$ cat src/rtl/core/consecutive_grant_throttle_table_unit_assert.svh
// Assertion macros for the consecutive grant throttle table unit.
`ifndef CONSECUTIVE_GRANT_THROTTLE_TABLE_UNIT_ASSERT_SVH
`define CONSECUTIVE_GRANT_THROTTLE_TABLE_UNIT_ASSERT_SVH

// Same-cycle implication, sampled on clk_i, quiet while rst_ni is low.
`define CGTT_ASSERT_IMP(lbl, ante, cons) \
  lbl: assert property (@(posedge clk_i) disable iff (!rst_ni) (ante) |-> (cons)) \
    else $error("cgtt assertion failed");

// Invariant that must hold at every sampled edge out of reset.
`define CGTT_ASSERT_ALWAYS(lbl, prop) \
  lbl: assert property (@(posedge clk_i) disable iff (!rst_ni) 1'b1 |-> (prop)) \
    else $error("cgtt invariant failed");

`endif

$ cat src/rtl/core/cgtt_pkg.sv
// Package: types and constants for the consecutive grant throttle table.
package cgtt_pkg;

  localparam int unsigned TABLE_ENTRIES_DEF = 256;
  localparam int unsigned KEY_W   = 16;
  localparam int unsigned TICK_W  = 32;
  localparam int unsigned CNT_W   = 8;

  localparam logic [TICK_W-1:0] TICK_NONE = '1;
  localparam logic [CNT_W-1:0]  RUN_MAX   = '1;

  typedef enum logic [1:0] {
    CMD_QUERY_DL = 2'd0,
    CMD_QUERY_UL = 2'd1,
    CMD_NOTE_DL  = 2'd2,
    CMD_NOTE_UL  = 2'd3
  } cmd_e;

  typedef enum logic [1:0] {
    ST_HIT  = 2'd0,
    ST_NEW  = 2'd1,
    ST_NONE = 2'd2
  } status_e;

  // Item as it walks down the chain; done marks that a cell has served it.
  typedef struct packed {
    cmd_e              cmd;
    logic [KEY_W-1:0]  key;
    logic [TICK_W-1:0] tick;
    logic [CNT_W-1:0]  limit;
    logic              done;
    logic              throttle;
    status_e           status;
  } pay_t;

endpackage

$ cat src/rtl/core/cgtt_cell.sv
// One table entry plus the pipeline register that carries an item past it.
module cgtt_cell (
  input  logic           clk_i,
  input  logic           rst_ni,
  input  logic           adv_i,
  input  logic           req_vld_i,
  input  cgtt_pkg::pay_t req_i,
  output logic           req_vld_o,
  output cgtt_pkg::pay_t req_o,
  output logic           ent_valid_o
);

  logic                        vld_q;
  cgtt_pkg::pay_t              pay_q, pay_d;

  logic                        ent_valid_q, ent_valid_d;
  logic [cgtt_pkg::KEY_W-1:0]  ent_key_q, ent_key_d;
  logic [cgtt_pkg::TICK_W-1:0] dn_last_q, dn_last_d, up_last_q, up_last_d;
  logic [cgtt_pkg::CNT_W-1:0]  dn_cnt_q, dn_cnt_d, up_cnt_q, up_cnt_d;

  logic                        act, hit, is_up, is_note, consec;
  logic [cgtt_pkg::TICK_W-1:0] last_sel;
  logic [cgtt_pkg::CNT_W-1:0]  cnt_sel, cnt_next;

  always_comb begin
    act      = req_vld_i && !req_i.done;
    hit      = ent_valid_q && (ent_key_q == req_i.key);
    is_up    = (req_i.cmd == cgtt_pkg::CMD_QUERY_UL) || (req_i.cmd == cgtt_pkg::CMD_NOTE_UL);
    is_note  = (req_i.cmd == cgtt_pkg::CMD_NOTE_DL) || (req_i.cmd == cgtt_pkg::CMD_NOTE_UL);
    last_sel = is_up ? up_last_q : dn_last_q;
    cnt_sel  = is_up ? up_cnt_q : dn_cnt_q;
    // last tick equals now - 1 (mod 2^32)
    consec   = (cgtt_pkg::TICK_W'(last_sel + 1'b1) == req_i.tick);
    if (!consec) begin
      cnt_next = cgtt_pkg::CNT_W'(1);
    end else if (cnt_sel == cgtt_pkg::RUN_MAX) begin
      cnt_next = cgtt_pkg::RUN_MAX;
    end else begin
      cnt_next = cgtt_pkg::CNT_W'(cnt_sel + 1'b1);
    end

    pay_d       = req_i;
    ent_valid_d = ent_valid_q;
    ent_key_d   = ent_key_q;
    dn_last_d   = dn_last_q;
    up_last_d   = up_last_q;
    dn_cnt_d    = dn_cnt_q;
    up_cnt_d    = up_cnt_q;

    if (act && hit) begin
      pay_d.done   = 1'b1;
      pay_d.status = cgtt_pkg::ST_HIT;
      if (is_note) begin
        if (is_up) begin
          up_last_d = req_i.tick;
          up_cnt_d  = cnt_next;
        end else begin
          dn_last_d = req_i.tick;
          dn_cnt_d  = cnt_next;
        end
      end else begin
        pay_d.throttle = (req_i.limit != '0) && consec && (cnt_sel >= req_i.limit);
      end
    end else if (act && !ent_valid_q) begin
      // Valid entries form a prefix: the first free cell ends the search.
      pay_d.done = 1'b1;
      if (is_note) begin
        pay_d.status = cgtt_pkg::ST_NEW;
        ent_valid_d  = 1'b1;
        ent_key_d    = req_i.key;
        // Fresh entry: this grant always starts a run of one.
        dn_last_d    = is_up ? cgtt_pkg::TICK_NONE : req_i.tick;
        up_last_d    = is_up ? req_i.tick : cgtt_pkg::TICK_NONE;
        dn_cnt_d     = is_up ? '0 : cgtt_pkg::CNT_W'(1);
        up_cnt_d     = is_up ? cgtt_pkg::CNT_W'(1) : '0;
      end else begin
        pay_d.status = cgtt_pkg::ST_NONE;
      end
    end
  end

  always_ff @(posedge clk_i or negedge rst_ni) begin
    if (!rst_ni) begin
      vld_q       <= 1'b0;
      ent_valid_q <= 1'b0;
    end else if (adv_i) begin
      vld_q       <= req_vld_i;
      ent_valid_q <= ent_valid_d;
    end
  end

  always_ff @(posedge clk_i) begin
    if (adv_i) begin
      pay_q     <= pay_d;
      ent_key_q <= ent_key_d;
      dn_last_q <= dn_last_d;
      up_last_q <= up_last_d;
      dn_cnt_q  <= dn_cnt_d;
      up_cnt_q  <= up_cnt_d;
    end
  end

  assign req_vld_o   = vld_q;
  assign req_o       = pay_q;
  assign ent_valid_o = ent_valid_q;

endmodule

$ cat config.mk
export PLATFORM = sky130hd
export DESIGN_NAME = cgtt_cell
export DESIGN_NICKNAME = d
export VERILOG_FILES = /design/src/rtl/core/consecutive_grant_throttle_table_unit_assert.svh /design/src/rtl/core/cgtt_pkg.sv /design/src/rtl/core/cgtt_cell.sv
export SDC_FILE = /design/constraint.sdc
export NUM_CORES = 1
export LEC_CHECK = 0
export ABC_AREA = 0
export CAP_MARGIN = 20
export CORE_MARGIN = 4
export CORE_UTILIZATION = 30
export CTS_CLUSTER_DIAMETER = 40
export DETAILED_ROUTE_END_ITERATION = 6
export DONT_BUFFER_PORTS = 1
export GPL_ROUTABILITY_DRIVEN = 0
export MAX_ROUTING_LAYER = met4
export PLACE_DENSITY = 0.53
export SLEW_MARGIN = 20
export SYNTH_ARGS = -nofsm -noshare
export SYNTH_HDL_FRONTEND = slang
export SYNTH_SLANG_ARGS = --single-unit
$ cat constraint.sdc
create_clock -name clk_i -period 3.85 [get_ports clk_i]
set_clock_uncertainty 0.15 [all_clocks]
set_input_delay 0.1925 -clock clk_i [delete_from_list [all_inputs] [get_ports clk_i]]
set_output_delay 0.1925 -clock clk_i [all_outputs]
set_load 0.005 [all_outputs]
== Word-level counts from Yosys, hierarchy flattened ==
Cells that the tools add are included.

* Input port bits: 66
* Output and inout bits: 64
* Flip-flop bits (word level): 160
* Word-level logic and storage cells: 76

* Equal/unequal tests: 10
* Bitwise logic cells: 1
* Add/subtract/negate cells: 2
* Order comparisons: 1
* Mux-type cells: 32
* Reduce and logical (&&, ||, !) cells: 16

{| class="wikitable"
|+ Operators by type and width
! cell !! number
|-
| $mux 32 || 13
|-
| $mux 8 || 13
|-
| $add 32x1->32 const B || 1
|-
| $eq 32x32->1 || 1
|-
| $eq 16x16->1 || 1
|-
| $reduce_and 5->1 || 2
|-
| $add 8x1->8 const B || 1
|-
| $eq 8x8->1 const B || 1
|-
| $ge 8x8->1 || 1
|-
| $ne 2x2->1 const B || 4
|-
| $reduce_bool 8->1 || 1
|-
| $logic_and 1x1->1 || 6
|-
| $eq 2x2->1 const B || 2
|-
| $mux 1 || 4
|-
| $mux 2 || 2
|-
| $reduce_and 4->1 || 1
|-
| $eq 2x1->1 const B || 1
|-
| $logic_not 1->1 || 2
|-
| $logic_or 1x1->1 || 2
|-
| $reduce_bool 2->1 || 1
|-
| $reduce_or 2->1 || 1
|-
| $not 1->1 || 1
|}

== Logic depth before layout (Yosys ltp) ==
* Word-level depth: 9
* Gate-level depth with buffers: 15
* Gate-level depth less buffers: 10

== Worst setup path before layout ==
No wires, ideal clock.

* Path kind: register to register
* Start: reg ent_key_q[6] (netlist name)
* End: reg dn_cnt_q[0] (netlist name) (enable)
* Library setup time: 437 ps
* Data arrival time: 2,813 ps
* Setup slack: 449 ps
* Period minus slack after synthesis: 3,401 ps
* Path buffers: 0
* Data required time: 3,263 ps
* Cell stages (with the launch flop): 7
* Cell sequence: edfxtp_1 -> xor2_1 -> nor3_1 -> nand3_1 -> nor2_1 -> nor2_1 -> nor2_1

* Word-level cells in the longest chain between the ends: 5
* Elaborated cells between the ends (all ways): 7
* Classes of those cells: eq/ne (3); reduce/logical (4)

{| class="wikitable"
|+ Ends and longest elaborated chain
! what !! RTL line !! text
|-
| from (decl) || cgtt_cell.sv:17 || <nowiki>logic [cgtt_pkg::KEY_W-1:0] ent_key_q, ent_key_d;</nowiki>
|-
| from (signal assigned) || cgtt_cell.sv:95 || <nowiki>ent_key_q <= ent_key_d;</nowiki>
|-
| $eq 16x16->1 (*) || cgtt_cell.sv:27 || <nowiki>hit = ent_valid_q && (ent_key_q == req_i.key);</nowiki>
|-
| $logic_and 1x1->1 (*) || cgtt_cell.sv:27 ||
|-
| $logic_and 1x1->1 (*) || cgtt_cell.sv:50 || <nowiki>if (act && hit) begin</nowiki>
|-
| $ne 2x2->1 (no line) or $reduce_bool 2->1 (tied branches) || n/a ||
|-
| $reduce_and 5->1 (no line) (*) || n/a ||
|-
| to (signal assigned) || cgtt_cell.sv:98 || <nowiki>dn_cnt_q <= dn_cnt_d;</nowiki>
|-
| to (decl) || cgtt_cell.sv:19 || <nowiki>logic [cgtt_pkg::CNT_W-1:0] dn_cnt_q, dn_cnt_d, up_cnt_q, up_cnt_d;</nowiki>
|}

Mark *: on every way between the ends. The rest lies on a longest branch, timed or not.
A chain may end at the register's enable or synchronous reset.

== Final worst setup path ==
* Start: reg dn_last_q[0] (netlist name)
* End: reg up_cnt_q[7] (netlist name) (data pin)

* Word-level cells in the longest chain between the ends: 7

{| class="wikitable"
|+ Ends and longest elaborated chain
! what !! RTL line !! text
|-
| from (decl) || cgtt_cell.sv:18 || <nowiki>logic [cgtt_pkg::TICK_W-1:0] dn_last_q, dn_last_d, up_last_q, up_last_d;</nowiki>
|-
| from (signal assigned) || cgtt_cell.sv:96 || <nowiki>dn_last_q <= dn_last_d;</nowiki>
|-
| $mux 32 || cgtt_cell.sv:30 || <nowiki>last_sel = is_up ? up_last_q : dn_last_q;</nowiki>
|-
| $add 32x1->32 || cgtt_cell.sv:33 || <nowiki>consec = (cgtt_pkg::TICK_W'(last_sel + 1'b1) == req_i.tick);</nowiki>
|-
| $eq 32x32->1 || cgtt_cell.sv:33 ||
|-
| $mux 8 || cgtt_cell.sv:34 || <nowiki>if (!consec) begin</nowiki>
|-
| $mux 8 || cgtt_cell.sv:54 || <nowiki>if (is_up) begin</nowiki>
|-
| $mux 8 || cgtt_cell.sv:53 || <nowiki>if (is_note) begin</nowiki>
|-
| $mux 8 || cgtt_cell.sv:50 ||
|-
| to (signal assigned) || cgtt_cell.sv:99 || <nowiki>up_cnt_q <= up_cnt_d;</nowiki>
|-
| to (decl) || cgtt_cell.sv:19 ||
|}

No other way between the ends. The select of a mux whose other input is x is not followed.

==> flow_summary.toml <==
[run_status]
status = "completed"

[synth]
synth_area_um2 = 7920
yosysSeqAreaShare_pct = 60.6
syn-num-nets = 674
async_flop_share_pct = 1.25
synth_warnings = 0
ys.flop_type = "edfxtp_1"
netlist_instances = 598
ys_ff_latch = 160
avgSynthCellArea_um2 = 13.2
synth_edf_count = 158
ys_types = 68

[setup_path]
critPathMostFrequentCell = "nand4_1"
cp_top_family = "simple AND/OR/NAND/NOR gates"
cp.required_ps = 3960
cp-start-kind = "flip-flop"
path_max_fanout = 8
cp_slowest_cell = "nor4b_1"
worstSetupPathType = "flip-flop to flip-flop"
endpoint_kind = "flip-flop"
slowest_delay_ps = 420
path_buf_inv = 0
crit_arrival_ps = 3280
crit_cells = 10
worstPathCellList = "mux2_2, ha_1, nand4_1, o22ai_2, nand4_1, nor4b_1, xnor2_1, and4_4, nand4_4, nor3_2"
r2r_cells = 10

[floorplan]
fp.dieArea_um2 = 29100
fp.dieH_um = 170
initial_core_util_pct = 30.5
row_count = 59
core_um2 = 26000
die_x_um = 170
boundaryPins = 130

[global_route]
grt.total_usage_pct = 14.8
grtUsageMet1_pct = 19.8
grt_pass1_vias = 5487
antenna_found_initial = 1
grt_pass1_wl_um = 31600
grt_overflow_total = 0
gr-usage-met2_pct = 22.5
top_usage_layer = "met2"
grt_max_degree = 96
met3_usage_pct = 4.41

[place]
place_hpwl_um = 13000
io_buffers = 0
place_inst = 922

[detailed_routing]
dr_total_vias = 5151
drt_wl_total_um = 20700
drt_iter0_drc = 245
via_per_inst = 5.05
ant_nets = 0
drc_errors = 0
wire_per_inst_um = 20.3
dr.pass1.iters = 5

[timing]
holdWs_ps = 41.0
finalHoldViolations = 0
final.period_utilization_pct = 82.3
worst_slew_pin_slew_ps = 661
slew_headroom_pct = 55.8
tns_ps = 0
finalMaxSlewViolations = 0
rsz0062_at_grt = "no"
period_minus_slack_ps = 3170
finalSetupViolCount = 0
max_clock_freq_ghz = 0.315

[power]
ir_worst_vdd_mv = 0.214
power_density_nw_per_um2 = 425
finalPower_w = 0.00405
power.leakage_nw = 3.25

[cells_and_area]
fill_cells = 2486
drive_above_1_share_pct = 14.3
syn_to_final_growth_pct = 20.3
stdcell_count = 1020
finalNetCount = 748
diodes = 0

[flow_run]
maxCapViolCount = 0

[clock_tree]
path_clk_slew_ps = 70
cts_root_buf = "clkbuf_16"
clock_sinks = 160
postCtsSetupBuffers = 0
cts_tree = "yes"
insertion_delay_ps = 430
clockBufferDepth = 2
clock_tree.htree_level_count = 4
numCtsBuffers = 17

[min_path]
holdPathStages = 1
hp-class = "input port to flip-flop"
==> final timing paths <==
path / slack [ps] / start / end
setup reg to reg: 680 / dn_last_q[0]$_DFFE_PP_ / up_cnt_q[7]$_SDFFCE_PN0P_
hold reg to reg: 400 / req_vld_o$_DFFE_PN0P_ / req_vld_o$_DFFE_PN0P_
setup / recovery: 680 / dn_last_q[0]$_DFFE_PP_ / up_cnt_q[7]$_SDFFCE_PN0P_
min in group asynchronous: 380 / rst_ni / req_vld_o$_DFFE_PN0P_
max in group asynchronous: 3040 / rst_ni / ent_valid_o$_DFFE_PN0P_
hold / removal: 40 / adv_i / req_o[8]$_DFFE_PP_
==> routing by layer <==
layer / part of all wire, % / up-vias
met5: 0 / -
met4: 0.83 / 0
met3: 6.7 / 12
met2: 46 / 188
met1: 47 / 2542
li1: - / 2409
==> per-stage QoR <==
| stage | instance area [um^2] | utilization, % | setup slack [ps] |
|---|---|---|---|
| 6_report | 9530 | 36.7 | 680 |
| 3_5_place_dp | 8270 | 31.8 | 681 |
| 3_3_place_gp | 8270 | 31.8 | 848 |
| 4_1_cts | 9530 | 36.7 | 665 |
| 5_1_grt | 9530 | 36.7 | 381 |
| 2_1_floorplan | 7920 | - | 449 |
==> state kept, by name (all words and copies together) (netlist names) <==
name and flops:
dn_cnt_q 8, dn_last_q 32, ent_key_q 16, ent_valid_o 1, req_o 62, req_vld_o 1
up_cnt_q 8, up_last_q 32
==> synth_stat cells, types with 10 or more instances <==
master    number  area (um^2)
edfxtp_1     158         4740
xnor2_1       47          412
nand2b_1      33          206
nand3_1       33          165
or2_2         32          200
mux2i_1       30          300
nand2_1       28          105
nor2_1        21         78.8
a21oi_1       20          100
xor2_1        16          140
inv_1         15         56.3
ha_1          10          125
nand4_1       10         62.6
o21ai_0       10         50.1
==> timing repair <==
action                                 4_1_cts  5_1_grt
gates resized for setup                      0        0
endpoints found under the hold margin      207        0
hold buffers                                66        0
==> final cells by class <==
cell class / count / area [um^2] / area share (%)
Sequential cell: 160 / 4790 / 50.3
Inverter: 15 / 56.3 / 0.591
Clock buffer: 18 / 429 / 4.51
Tap cell: 335 / 419 / 4.40
Timing Repair Buffer: 73 / 731 / 7.67
Clock inverter: 14 / 149 / 1.56
Multi-Input combinational cell: 405 / 2950 / 30.9
==> placed cells by master (no fill, tap or decap), types with 9 or more instances in the layout <==
master	Yosys	final
nand3b_1	9	9
a21oi_1	20	20
edfxtp_1	158	158
o21ai_0	10	10
or2_2	32	32
xor2_1	16	16
dlygate4sd3_1	0	65
mux2_2	9	9
clkbuf_16	0	17
xnor2_1	47	47
nor2_1	21	19
nand2b_1	33	33
and3_1	9	9
mux2i_1	30	30
inv_1	15	15
nand4_1	10	10
nand3_1	33	33
ha_1	10	10
nand2_1	28	28
==> worst register-to-register path, stage by stage, from the launching register on <==
cell and delay (ps):
edfxtp_1 360, mux2_2 200, ha_1 230, nand4_1 120
o22ai_2 340, nand4_1 350, nor4b_1 420, xnor2_1 160
and4_4 250, nand4_4 180, nor3_2 250
==> logic make-up (layout without fill, tap and decap cells) <==
logic type	Yosys count	in the layout	share of synthesized area (%)
fa+ha+maj	10	10	1.58
flops	160	160	60.6
xor+xnor	63	63	6.97
mux	39	39	5.07
buf+inv	33	120	2.40
simple gates	216	216	16.4
compound gates	77	77	7.05
==> power by group <==
group	internal (W)	total, W	switching, W	leakage, nW
registers	0.00200	0.00204	0.0000450	1.49
clock network	0.000916	0.00168	0.000766	0.278
logic	0.000161	0.000323	0.000162	1.48
(Power assumes the default switching activity.)
